===== config.mk =====
export PLATFORM = sky130hd
export DESIGN_NAME = utf8_to_utf16_transcoder
export DESIGN_NICKNAME = d
export VERILOG_FILES = /design/src/sv/u8u16_pkg.sv /design/src/sv/utf8_to_utf16_transcoder.sv
export SDC_FILE = /design/constraint.sdc
export NUM_CORES = 1
export LEC_CHECK = 0
export BUFFER_PORTS_ARGS = -buffer_cell sky130_fd_sc_hd__buf_2
export CORE_AREA = 4 4 131 133
export CTS_BUF_LIST = sky130_fd_sc_hd__clkbuf_8
export DETAILED_ROUTE_END_ITERATION = 7
export DIE_AREA = 0 0 135 137
export PLACE_DENSITY_LB_ADDON = 0.05
export SLEW_MARGIN = 20
export SYNTH_ARGS = -nofsm -noshare
export SYNTH_HDL_FRONTEND = slang
export SYNTH_SLANG_ARGS = --single-unit

===== constraint.sdc =====
create_clock -name clk -period 6.06 [get_ports clk]
set_clock_uncertainty 0.15 [all_clocks]
set_input_delay 1.212 -clock clk [delete_from_list [all_inputs] [get_ports clk]]
set_output_delay 1.212 -clock clk [all_outputs]
set_load 0.01 [all_outputs]

===== src/sv/u8u16_pkg.sv =====
// Package for the UTF-8 to UTF-16 transcoder.
// Holds the byte class limits, code point bounds and surrogate bases.
// No dependencies.
package u8u16_pkg;

  typedef logic [7:0]  byte_t;
  typedef logic [15:0] unit_t;
  typedef logic [20:0] cp_t;

  // Most code units one byte can cause
  localparam int MAX_UNITS = 4;

  // Byte class limits
  localparam byte_t CONT_MIN  = 8'h80;
  localparam byte_t LEAD2_MIN = 8'hC0;
  localparam byte_t LEAD3_MIN = 8'hE0;
  localparam byte_t LEAD4_MIN = 8'hF0;
  localparam byte_t BAD_MIN   = 8'hF8;

  // Smallest code point for each sequence length, and the top of the range
  localparam cp_t MIN_CP2 = 21'h00080;
  localparam cp_t MIN_CP3 = 21'h00800;
  localparam cp_t MIN_CP4 = 21'h10000;
  localparam cp_t MAX_CP  = 21'h10FFFF;

  // Surrogate bases
  localparam unit_t HI_BASE = 16'hD800;
  localparam unit_t LO_BASE = 16'hDC00;

endpackage


===== src/sv/utf8_to_utf16_transcoder.sv =====
// UTF-8 to UTF-16 transcoder, top level.
// An accepted byte waits in the input register; its units are presented from the result register.
// Throughput: one byte per cycle while each byte yields at most one unit and out_ready is
// high; a byte that yields more units (up to 4) holds the unit register until all are taken.
// One byte may wait in the input register while results are stalled.
// Reset (rst, synchronous): no sequence pending, both registers empty; held bytes keep garbage.
module utf8_to_utf16_transcoder
  import u8u16_pkg::*;
(
  input  logic        clk,
  input  logic        rst,
  input  logic        in_valid,
  output logic        in_ready,
  input  logic [7:0]  data_byte,
  input  logic        end_of_string,
  output logic        out_valid,
  input  logic        out_ready,
  output logic [15:0] code_unit,
  output logic        fallback,
  output logic        last_of_run
);

  // Input register
  logic  st_valid;
  byte_t st_byte;
  logic  st_eos;

  // Decoder state
  byte_t      held_bytes [3];
  logic [1:0] held_count;
  logic [1:0] needed_count;

  // Result register: the units of one request, drained one per cycle while out_ready is high
  unit_t      run_unit [MAX_UNITS];
  logic       run_fb   [MAX_UNITS];
  logic [2:0] run_cnt;
  logic [1:0] run_pos;

  // Decode outputs
  unit_t      dec_unit [MAX_UNITS];
  logic       dec_fb   [MAX_UNITS];
  logic [2:0] dec_cnt;
  byte_t      held_next [3];
  logic [1:0] held_count_next;
  logic [1:0] needed_count_next;

  logic  is_cont;
  logic  run_last;
  logic  load_ok;
  logic  advance;
  cp_t   cp;
  cp_t   cp_min;
  cp_t   cp_off;
  unit_t hi_unit;
  unit_t lo_unit;

  assign is_cont  = (st_byte >= CONT_MIN) && (st_byte < LEAD2_MIN);
  assign run_last = ({1'b0, run_pos} == (run_cnt - 3'd1));
  assign load_ok  = (run_cnt == 3'd0) || (out_valid && out_ready && run_last);
  assign advance  = st_valid && load_ok;
  assign in_ready = !st_valid || load_ok;

  // Assemble the code point from the held bytes and the current byte
  always_comb begin
    case (held_count)
      2'd1: begin
        cp     = {10'd0, held_bytes[0][4:0], st_byte[5:0]};
        cp_min = MIN_CP2;
      end
      2'd2: begin
        cp     = {5'd0, held_bytes[0][3:0], held_bytes[1][5:0], st_byte[5:0]};
        cp_min = MIN_CP3;
      end
      default: begin
        cp     = {held_bytes[0][2:0], held_bytes[1][5:0], held_bytes[2][5:0], st_byte[5:0]};
        cp_min = MIN_CP4;
      end
    endcase
    cp_off  = cp - MIN_CP4;
    hi_unit = HI_BASE + {6'd0, cp_off[19:10]};
    lo_unit = LO_BASE + {6'd0, cp_off[9:0]};
  end

  // Decode one byte into its list of units and the next state
  always_comb begin
    for (int i = 0; i < MAX_UNITS; i++) begin
      dec_unit[i] = '0;
      dec_fb[i]   = 1'b0;
    end
    dec_cnt           = 3'd0;
    held_next         = held_bytes;
    held_count_next   = held_count;
    needed_count_next = needed_count;

    if ((held_count != 2'd0) && is_cont) begin
      if ((needed_count > 2'd1) && (held_count < 2'd3)) begin
        // hold another continuation byte
        held_next[held_count] = st_byte;
        held_count_next       = held_count + 2'd1;
        needed_count_next     = needed_count - 2'd1;
      end else if ((cp < cp_min) || (cp > MAX_CP)) begin
        // overlong or out of range: pass every byte through raw
        for (int i = 0; i < 3; i++) begin
          if (2'(i) < held_count) begin
            dec_unit[dec_cnt[1:0]] = {8'd0, held_bytes[i]};
            dec_fb[dec_cnt[1:0]]   = 1'b1;
            dec_cnt                = dec_cnt + 3'd1;
          end
        end
        dec_unit[dec_cnt[1:0]] = {8'd0, st_byte};
        dec_fb[dec_cnt[1:0]]   = 1'b1;
        dec_cnt                = dec_cnt + 3'd1;
        held_count_next        = 2'd0;
        needed_count_next      = 2'd0;
      end else begin
        held_count_next   = 2'd0;
        needed_count_next = 2'd0;
        if (cp < MIN_CP4) begin
          dec_unit[0] = cp[15:0];
          dec_cnt     = 3'd1;
        end else begin
          dec_unit[0] = hi_unit;
          dec_unit[1] = lo_unit;
          dec_cnt     = 3'd2;
        end
      end
    end else begin
      // broken sequence: flush what is held, then start fresh
      for (int i = 0; i < 3; i++) begin
        if (2'(i) < held_count) begin
          dec_unit[dec_cnt[1:0]] = {8'd0, held_bytes[i]};
          dec_fb[dec_cnt[1:0]]   = 1'b1;
          dec_cnt                = dec_cnt + 3'd1;
        end
      end
      held_count_next   = 2'd0;
      needed_count_next = 2'd0;
      if (st_byte < CONT_MIN) begin
        dec_unit[dec_cnt[1:0]] = {8'd0, st_byte};
        dec_fb[dec_cnt[1:0]]   = 1'b0;
        dec_cnt                = dec_cnt + 3'd1;
      end else if ((st_byte < LEAD2_MIN) || (st_byte >= BAD_MIN)) begin
        dec_unit[dec_cnt[1:0]] = {8'd0, st_byte};
        dec_fb[dec_cnt[1:0]]   = 1'b1;
        dec_cnt                = dec_cnt + 3'd1;
      end else begin
        held_next[0]    = st_byte;
        held_count_next = 2'd1;
        if (st_byte < LEAD3_MIN) begin
          needed_count_next = 2'd1;
        end else if (st_byte < LEAD4_MIN) begin
          needed_count_next = 2'd2;
        end else begin
          needed_count_next = 2'd3;
        end
      end
    end

    // end of string: flush a truncated sequence
    if (st_eos && (held_count_next != 2'd0)) begin
      for (int i = 0; i < 3; i++) begin
        if (2'(i) < held_count_next) begin
          dec_unit[dec_cnt[1:0]] = {8'd0, held_next[i]};
          dec_fb[dec_cnt[1:0]]   = 1'b1;
          dec_cnt                = dec_cnt + 3'd1;
        end
      end
      held_count_next   = 2'd0;
      needed_count_next = 2'd0;
    end
  end

  // Capture a request into the input register
  always_ff @(posedge clk) begin
    if (rst) begin
      st_valid <= 1'b0;
    end else if (in_valid && in_ready) begin
      st_valid <= 1'b1;
    end else if (advance) begin
      st_valid <= 1'b0;
    end
  end

  always_ff @(posedge clk) begin
    if (in_valid && in_ready) begin
      st_byte <= data_byte;
      st_eos  <= end_of_string;
    end
  end

  // Advance decoder state
  always_ff @(posedge clk) begin
    if (rst) begin
      held_count   <= 2'd0;
      needed_count <= 2'd0;
    end else if (advance) begin
      held_count   <= held_count_next;
      needed_count <= needed_count_next;
    end
  end

  always_ff @(posedge clk) begin
    if (advance) begin
      held_bytes <= held_next;
    end
  end

  // Load or drain the result register
  always_ff @(posedge clk) begin
    if (rst) begin
      run_cnt <= 3'd0;
      run_pos <= 2'd0;
    end else if (advance) begin
      run_cnt <= dec_cnt;
      run_pos <= 2'd0;
    end else if (out_valid && out_ready) begin
      if (run_last) begin
        run_cnt <= 3'd0;
        run_pos <= 2'd0;
      end else begin
        run_pos <= run_pos + 2'd1;
      end
    end
  end

  always_ff @(posedge clk) begin
    if (advance) begin
      run_unit <= dec_unit;
      run_fb   <= dec_fb;
    end
  end

  assign out_valid   = (run_cnt != 3'd0);
  assign code_unit   = run_unit[run_pos];
  assign fallback    = run_fb[run_pos];
  assign last_of_run = run_last;

  // Checks
  a_pos_in_run: assert property (@(posedge clk) disable iff (rst)
    out_valid |-> ({1'b0, run_pos} < run_cnt))
    else $error("unit pointer beyond loaded run");

  a_pending_needs: assert property (@(posedge clk) disable iff (rst)
    (held_count != 2'd0) |-> ((needed_count != 2'd0) &&
                              ({1'b0, held_count} + {1'b0, needed_count} >= 3'd2)))
    else $error("pending sequence with inconsistent counts");

  a_idle_no_needs: assert property (@(posedge clk) disable iff (rst)
    (held_count == 2'd0) |-> (needed_count == 2'd0))
    else $error("continuations expected with nothing held");

  a_empty_load: assert property (@(posedge clk) disable iff (rst)
    (advance && (dec_cnt == 3'd0)) |=> !out_valid)
    else $error("result shown for a byte that caused none");

  a_eos_clears: assert property (@(posedge clk) disable iff (rst)
    (advance && st_eos) |=> (held_count == 2'd0))
    else $error("sequence still pending after end of string");

endmodule


==> results.py, run 1 <==
metrics = {
    "timing": {
        "fmax_mhz": 175,
        "fin_tns_setup_ns": 0,
        "max-slew-margin-rel_pct": 40.5,
        "worst_pin_slew_ns": 0.891,
        "rsz0062_at_grt": "no",
        "hold_violations": 0,
        "post-route-period-util_pct": 94.4,
        "drv_slew": 0,
        "setup_viol": 0,
        "fin_crit_ns": 5.72,
    },
    "logic_synthesis": {
        "synth-edff-count": 80,
        "syn_avg_cell_area_um2": 8.50,
        "synth.distinct_cells": 75,
        "syn-num-nets": 924,
        "syn_area_um2": 7500,
        "synth_top_area_share_pct": 32.0,
        "synth_warnings": 0,
        "synth_area_leaders": "edfxtp_1 32%, nand2_1 7.2%, ha_1 4.7%, a21oi_1 4.6%, mux2i_1 3.6%",
        "synthArstFlopShare_pct": 0,
        "ys_seq_elements": 90,
        "netlist_instances": 883,
        "yosysSeqAreaShare_pct": 34.7,
        "synth_top_flop_cell": "edfxtp_1",
        "synth_top_area_cell": "edfxtp_1",
    },
    "drt": {
        "drc_errors": 15,
        "ant_nets": 0,
        "wirelength_um": 28500,
        "avgViaCountPerCell": 6.82,
        "vias": 7572,
        "wl_per_cell_um": 25.6,
        "drt_iter0_drc": 1044,
        "drtPass1Iterations": 8,
    },
    "placement": {
        "place.gp.congestion": 1.02,
        "placed_area_um2": 7900,
        "port_buffers": 32,
        "dp_cells": 1094,
        "dp_hpwl_um": 20000,
    },
    "floorplanning": {
        "coreArea_um2": 15800,
        "die_area_um2": 18500,
        "initial_core_util_pct": 47.4,
        "rows": 46,
        "die_w_um": 135,
        "fp.dieH_um": 137,
        "ioPinCount": 33,
    },
    "cts": {
        "clkSinkCount": 90,
        "clockBufferDepth": 2,
        "htreeDepth": 3,
        "cts_made_buffers": 9,
        "cts_tree": "built",
        "clock_latency_ns": 0.40,
        "cts_root_buf": "clkbuf_8",
        "clk_pin_slew_ns": 0.10,
        "ctsHoldBuffers": 0,
    },
    "final_layout": {
        "finalNonFillerCells": 1110,
        "final_cell_area_um2": 8100,
        "antenna_cells": 0,
        "layout_common_cells": "144 x nand2_1, 80 x edfxtp_1, 68 x a21oi_1",
        "drive_gt1_share_pct": 14.3,
        "multi_input_area_um2": 4430,
        "final_common_cell": "nand2_1",
        "fin_nets": 930,
        "final-seq-area_um2": 2600,
        "fin_util_pct": 51.2,
        "area_delta_synth_final_pct": 8.02,
        "n_fill_cell": 1531,
    },
    "worst_setup_path": {
        "worstSetupStartpointType": "flip-flop",
        "arrival_ns": 5.72,
        "cp_max_fo": 12,
        "critPathRequiredTime_ns": 6.06,
        "path_class": "flip-flop to flip-flop",
        "endpoint_kind": "flip-flop",
    },
    "power_and_ir_drop": {
        "clkPwrFrac_pct": 28.7,
        "vdd_ir_drop_max_mv": 0.103,
        "switchingPower_w": 0.000465,
        "leakage_nw": 2.89,
        "power_frac_comb_pct": 19.0,
        "total_power_w": 0.00142,
        "power_frac_seq_pct": 52.3,
        "swShare_pct": 32.8,
        "internal_power_w": 0.000955,
        "p_per_area_nw_per_um2": 175,
    },
    "global_routing": {
        "grt.total_usage_pct": 30.7,
        "grt_max_degree": 34,
        "grt_pass1_wl_um": 42700,
        "grt_pass1_vias": 7036,
        "grt_remaining_overflow": 0,
        "antenna_found_initial": 1,
    },
    "worst_hold_path": {
        "hold_class": "flip-flop to flip-flop",
    },
    "run": {
        "cap_violations": 0,
    },
    "outcome": {
        "status": "complete, but fails checks",
        "violations": "DRC",
    },
}
-- cell families after synthesis --
logic type               synth area share, %
AO/OA/AOI/OAI                           27.5
multiplexers                            6.95
adder cells (fa/ha/maj)                 4.67
buffers and inverters                   6.77
AND/OR/NAND/NOR                         18.1
flip-flops                              34.7
XOR/XNOR                                1.28
-- per-layer routing --
| layer | up-vias | global-route usage, % | share of wire, % |
|---|---|---|---|
| li1 | 3344 | - | - |
| met4 | 0 | 12.3 | 4.2 |
| met1 | 3623 | 41.8 | 40 |
| met5 | - | 0 | 0 |
| met2 | 517 | 48.5 | 45 |
| met3 | 88 | 5.77 | 10 |
-- flip-flops by register name, indices dropped and copies added (netlist names) --
name and cells:
held_count 2, st_byte 8, held_bytes 24, run_fb 4
run_pos 2, run_cnt 3, st_valid 1, st_eos 1
needed_count 2, run_unit 43
-- metrics by stage --
step	hold WS [ns]	setup WS (ns)
floorplan	0.316	0.458
global placement	0.334	0.323
detailed placement	0.340	0.0141
CTS	0.355	0.113
global route	0.391	0.0314
finish	0.350	0.338
-- what timing repair did --
item,in CTS,in global routing
buffers inserted,0,0
endpoints found under the setup margin,1,24
resized for setup,1,5
-- worst paths after layout --
path / start / cells after the start / endpoint / slack (ns)
setup / recovery: held_count[0]$_SDFFE_PP0P_ / 21 / run_unit[51]$_DFFE_PP_ / 0.34
hold / removal: run_cnt[1]$_SDFFE_PP0P_ / 2 / run_cnt[1]$_SDFFE_PP0P_ / 0.35
setup reg to reg: held_count[0]$_SDFFE_PP0P_ / 21 / run_unit[51]$_DFFE_PP_ / 0.34
hold reg to reg: run_cnt[1]$_SDFFE_PP0P_ / 2 / run_cnt[1]$_SDFFE_PP0P_ / 0.35
-- power groups by stage --
stage / Sequential (W) / Clock (W) / Combinational (W)
after floorplan: 0.000733 / 0 / 0.000194
after global placement: 0.000755 / 0 / 0.000260
after detailed placement: 0.000755 / 0 / 0.000265
after CTS: 0.000741 / 0.000410 / 0.000266
after global routing: 0.000745 / 0.000438 / 0.000291
final: 0.000742 / 0.000407 / 0.000270
-- critical path, stage by stage, from the launching register on --
cell and delay, ns:
dfxtp_2 0.38, inv_1 0.20, ha_2 0.39, a22oi_1 0.13
a21oi_1 0.46, nand4_1 0.24, o31a_1 0.39, o22a_4 0.28
mux2i_4 0.24, o21ai_4 0.15, ha_1 0.34, nand2b_1 0.15
o31a_1 0.17, ha_1 0.33, mux2i_1 0.22, ha_1 0.21
and3_1 0.17, buf_4 0.22, nand2_1 0.10, a31o_2 0.27
a32oi_1 0.18, nand2_1 0.10
-- cells in the mapped netlist, types with 3 or more instances --
library cell / number
o21ai_0: 46
and2_1: 7
a21oi_1: 69
buf_4: 4
a211oi_1: 5
a311oi_1: 4
ha_1: 28
buf_2: 19
xnor2_1: 7
or2_2: 3
dfxtp_1: 10
a31oi_1: 22
mux4_2: 9
edfxtp_1: 80
o2111ai_1: 5
a32oi_1: 14
nor4_1: 3
or4_1: 3
and3_1: 9
a221oi_1: 15
clkbuf_1: 49
nor3b_1: 4
inv_1: 45
nand2_1: 144
nand3_1: 16
a31o_2: 6
xor2_1: 4
o221ai_1: 20
mux2i_1: 27
o211ai_1: 27
nand2b_1: 16
nor3_1: 17
a22o_1: 6
nor2_1: 56
a22oi_1: 11
o21ai_1: 4
o22ai_1: 21
nor2b_1: 3
-- cell type report --
type                    count  share of cell area, %
clock buffers               9                   1.53
clock inverters             7                  0.648
inverters                  45                   2.08
multi-input cells         672                   54.7
flip-flops and latches     90                   32.1
well taps                 216                   3.33
repair buffers             71                   5.59
No activity file was read; power rests on OpenSTA's default activity.
==> run 2, diff against run 1 <==
--- a/config.mk
+++ b/config.mk
@@ -11,7 +11,7 @@
 export DETAILED_ROUTE_END_ITERATION = 7
 export DIE_AREA = 0 0 135 137
 export PLACE_DENSITY_LB_ADDON = 0.05
-export SLEW_MARGIN = 20
+export REMOVE_ABC_BUFFERS = 1
 export SYNTH_ARGS = -nofsm -noshare
 export SYNTH_HDL_FRONTEND = slang
 export SYNTH_SLANG_ARGS = --single-unit
==> run 2 against run 1 <==
Compared with the run above:
- the run now ends clean
- fmax shrank 1.6%
- global-route usage grew 0.42 points
- critical path depth grew 2
- cell area grew 0.45%
- worst setup slack lost 0.090 ns
- hold slack gained 0.0099 ns
- non-clock buffer count grew 3
==> results.py, run 2 (synthesis gave the netlist of run 1 again) <==
metrics = {
    "outcome": {
        "status": "finished clean",
    },
    "global_routing": {
        "grt_remaining_overflow": 0,
        "grt_pass1_vias": 7034,
        "grt_pass1_wl_um": 42900,
        "grt.total_usage_pct": 31.2,
        "antenna_found_initial": 0,
        "grt_max_degree": 51,
    },
    "worst_setup_path": {
        "crit_chain": "inv_1 -> ha_2 -> nand2b_1 -> nand2_1 -> ha_1 -> a311oi_1 -> and4_1 -> a22oi_1 -> o22a_4 -> mux2i_4 -> o21ai_4 -> ha_1 -> nand2b_1 -> o31a_1 -> ha_1 -> mux2i_1 -> ha_1 -> and3_1 -> buf_4 -> nand2_1 -> a31o_2 -> a32oi_1 -> nand2_1",
        "reg2reg_from": "held_count[1]$_SDFFE_PP0P_",
        "arrival_ns": 5.81,
        "endpoint_kind": "flip-flop",
        "cpPeakStageDelay_ns": 0.46,
        "cp_max_fo": 9,
        "critPathLaunch": "held_count[1]$_SDFFE_PP0P_",
        "path_class": "flip-flop to flip-flop",
        "crit_buf_inv": 2,
        "slowest_stage": "ha_2",
        "critPathTopFamily": "adder cells",
        "critPathRequiredTime_ns": 6.06,
        "crit_path_frequent_cell": "ha_1",
        "worstSetupStartpointType": "flip-flop",
    },
    "cts": {
        "clock_latency_ns": 0.40,
        "clkSinkCount": 90,
        "htreeDepth": 3,
        "cts_tree": "built",
        "cts_resized": 0,
        "clockBufferDepth": 2,
        "clk_pin_slew_ns": 0.11,
        "cts_made_buffers": 9,
        "post_cts.repair.setup_buffers": 0,
        "cts_root_buf": "clkbuf_8",
        "ctsHoldBuffers": 0,
    },
    "final_layout": {
        "multi_input_area_um2": 4440,
        "finalNonFillerCells": 1113,
        "largestRegisters": "run_unit (43), held_bytes (24), st_byte (8)",
        "layout_common_cells": "144 x nand2_1, 80 x edfxtp_1, 65 x a21oi_1",
        "area_delta_synth_final_pct": 8.51,
        "fin_nets": 933,
        "largest_reg_flops": 43,
        "antenna_cells": 0,
        "n_fill_cell": 1513,
        "final_cell_area_um2": 8140,
        "final-seq-area_um2": 2600,
        "regMostFlops": "run_unit",
        "drive_gt1_share_pct": 15.1,
        "final_common_cell": "nand2_1",
    },
    "drt": {
        "wirelength_um": 28900,
        "drc_errors": 0,
        "drtPass1Iterations": 6,
        "wl_per_cell_um": 26.0,
        "drt_iter0_drc": 1223,
        "avgViaCountPerCell": 6.88,
        "ant_nets": 0,
        "vias": 7663,
    },
    "power_and_ir_drop": {
        "power_frac_seq_pct": 51.4,
        "total_power_w": 0.00144,
        "p_per_area_nw_per_um2": 177,
        "swShare_pct": 33.2,
        "power_frac_comb_pct": 19.1,
        "internal_power_w": 0.000963,
        "vdd_ir_drop_max_mv": 0.101,
        "leakage_nw": 2.92,
        "switchingPower_w": 0.000478,
        "clkPwrFrac_pct": 29.5,
    },
    "worst_hold_path": {
        "hold_path_startpoint": "run_cnt[1]$_SDFFE_PP0P_",
        "hold_class": "flip-flop to flip-flop",
    },
    "placement": {
        "placed_area_um2": 7930,
        "dp_cells": 1097,
        "port_buffers": 32,
        "dp_hpwl_um": 20200,
        "place.gp.congestion": 0.986,
    },
    "timing": {
        "worst_pin_slew_ns": 1.33,
        "fin_crit_ns": 5.81,
        "post-route-period-util_pct": 95.9,
        "rsz0062_at_grt": "no",
        "hold_violations": 0,
        "fmax_mhz": 172,
        "setup_viol": 0,
        "fin_tns_setup_ns": 0,
        "max-slew-margin-rel_pct": 11.6,
        "drv_slew": 0,
    },
    "floorplanning": {
        "die_area_um2": 18500,
        "die_w_um": 135,
        "ioPinCount": 33,
        "fp.dieH_um": 137,
        "rows": 46,
        "coreArea_um2": 15800,
        "initial_core_util_pct": 47.4,
    },
    "run": {
        "cap_violations": 0,
    },
}
-- run 2: final cells by class --
class | instances | area share, %
Clock buffer | 9 | 1.52
Clock inverter | 7 | 0.753
Inverter | 45 | 2.08
Multi-Input combinational cell | 672 | 54.5
Sequential cell | 90 | 32.0
Tap cell | 216 | 3.32
Timing Repair Buffer | 74 | 5.84
-- run 2: layer usage --
metal  routed length, um  global-route usage (%)  vias up
li1                    -                       -     3348
met1               11500                    41.2     3684
met2               13000                    47.5      515
met3                2870                    6.88      116
met4                1630                    17.4        0
met5                   0                       0        -
-- run 2: power groups by stage --
stage | Clock [W] | Sequential [W] | Combinational (W)
final | 0.000425 | 0.000741 | 0.000275
after global routing | 0.000456 | 0.000744 | 0.000297
after CTS | 0.000431 | 0.000740 | 0.000270
after detailed placement | 0 | 0.000754 | 0.000269
after global placement | 0 | 0.000753 | 0.000266
after floorplan | 0 | 0.000746 | 0.000170
-- run 2: metrics by stage --
stage / setup WS, ns / hold WS [ns] / utilization [%]
floorplan: -0.705 / 0.307 / -
global placement: 0.292 / 0.336 / 50.1
detailed placement: 0.173 / 0.342 / 50.1
CTS: 0.132 / 0.354 / 51.2
global route: 0.00954 / 0.384 / 51.4
finish: 0.248 / 0.360 / 51.4
-- run 2: worst paths after layout --
| kind | end | slack (ns) | cells past startpoint |
|---|---|---|---|
| min | run_cnt[1]$_SDFFE_PP0P_ | 0.36 | 2 |
| min reg2reg | run_cnt[1]$_SDFFE_PP0P_ | 0.36 | 2 |
| max | run_unit[52]$_DFFE_PP_ | 0.25 | 23 |
| max reg2reg | run_unit[52]$_DFFE_PP_ | 0.25 | 23 |
-- run 2: worst reg2reg max path, cell delays in order, from the launching register on --
cell and delay [ns]:
dfxtp_1 0.45, inv_1 0.18, ha_2 0.46, nand2b_1 0.22, nand2_1 0.11, ha_1 0.19
a311oi_1 0.23, and4_1 0.28, a22oi_1 0.15, o22a_4 0.27, mux2i_4 0.24, o21ai_4 0.16
ha_1 0.35, nand2b_1 0.15, o31a_1 0.17, ha_1 0.33, mux2i_1 0.21, ha_1 0.21
and3_1 0.18, buf_4 0.23, nand2_1 0.11, a31o_2 0.27, a32oi_1 0.17, nand2_1 0.10
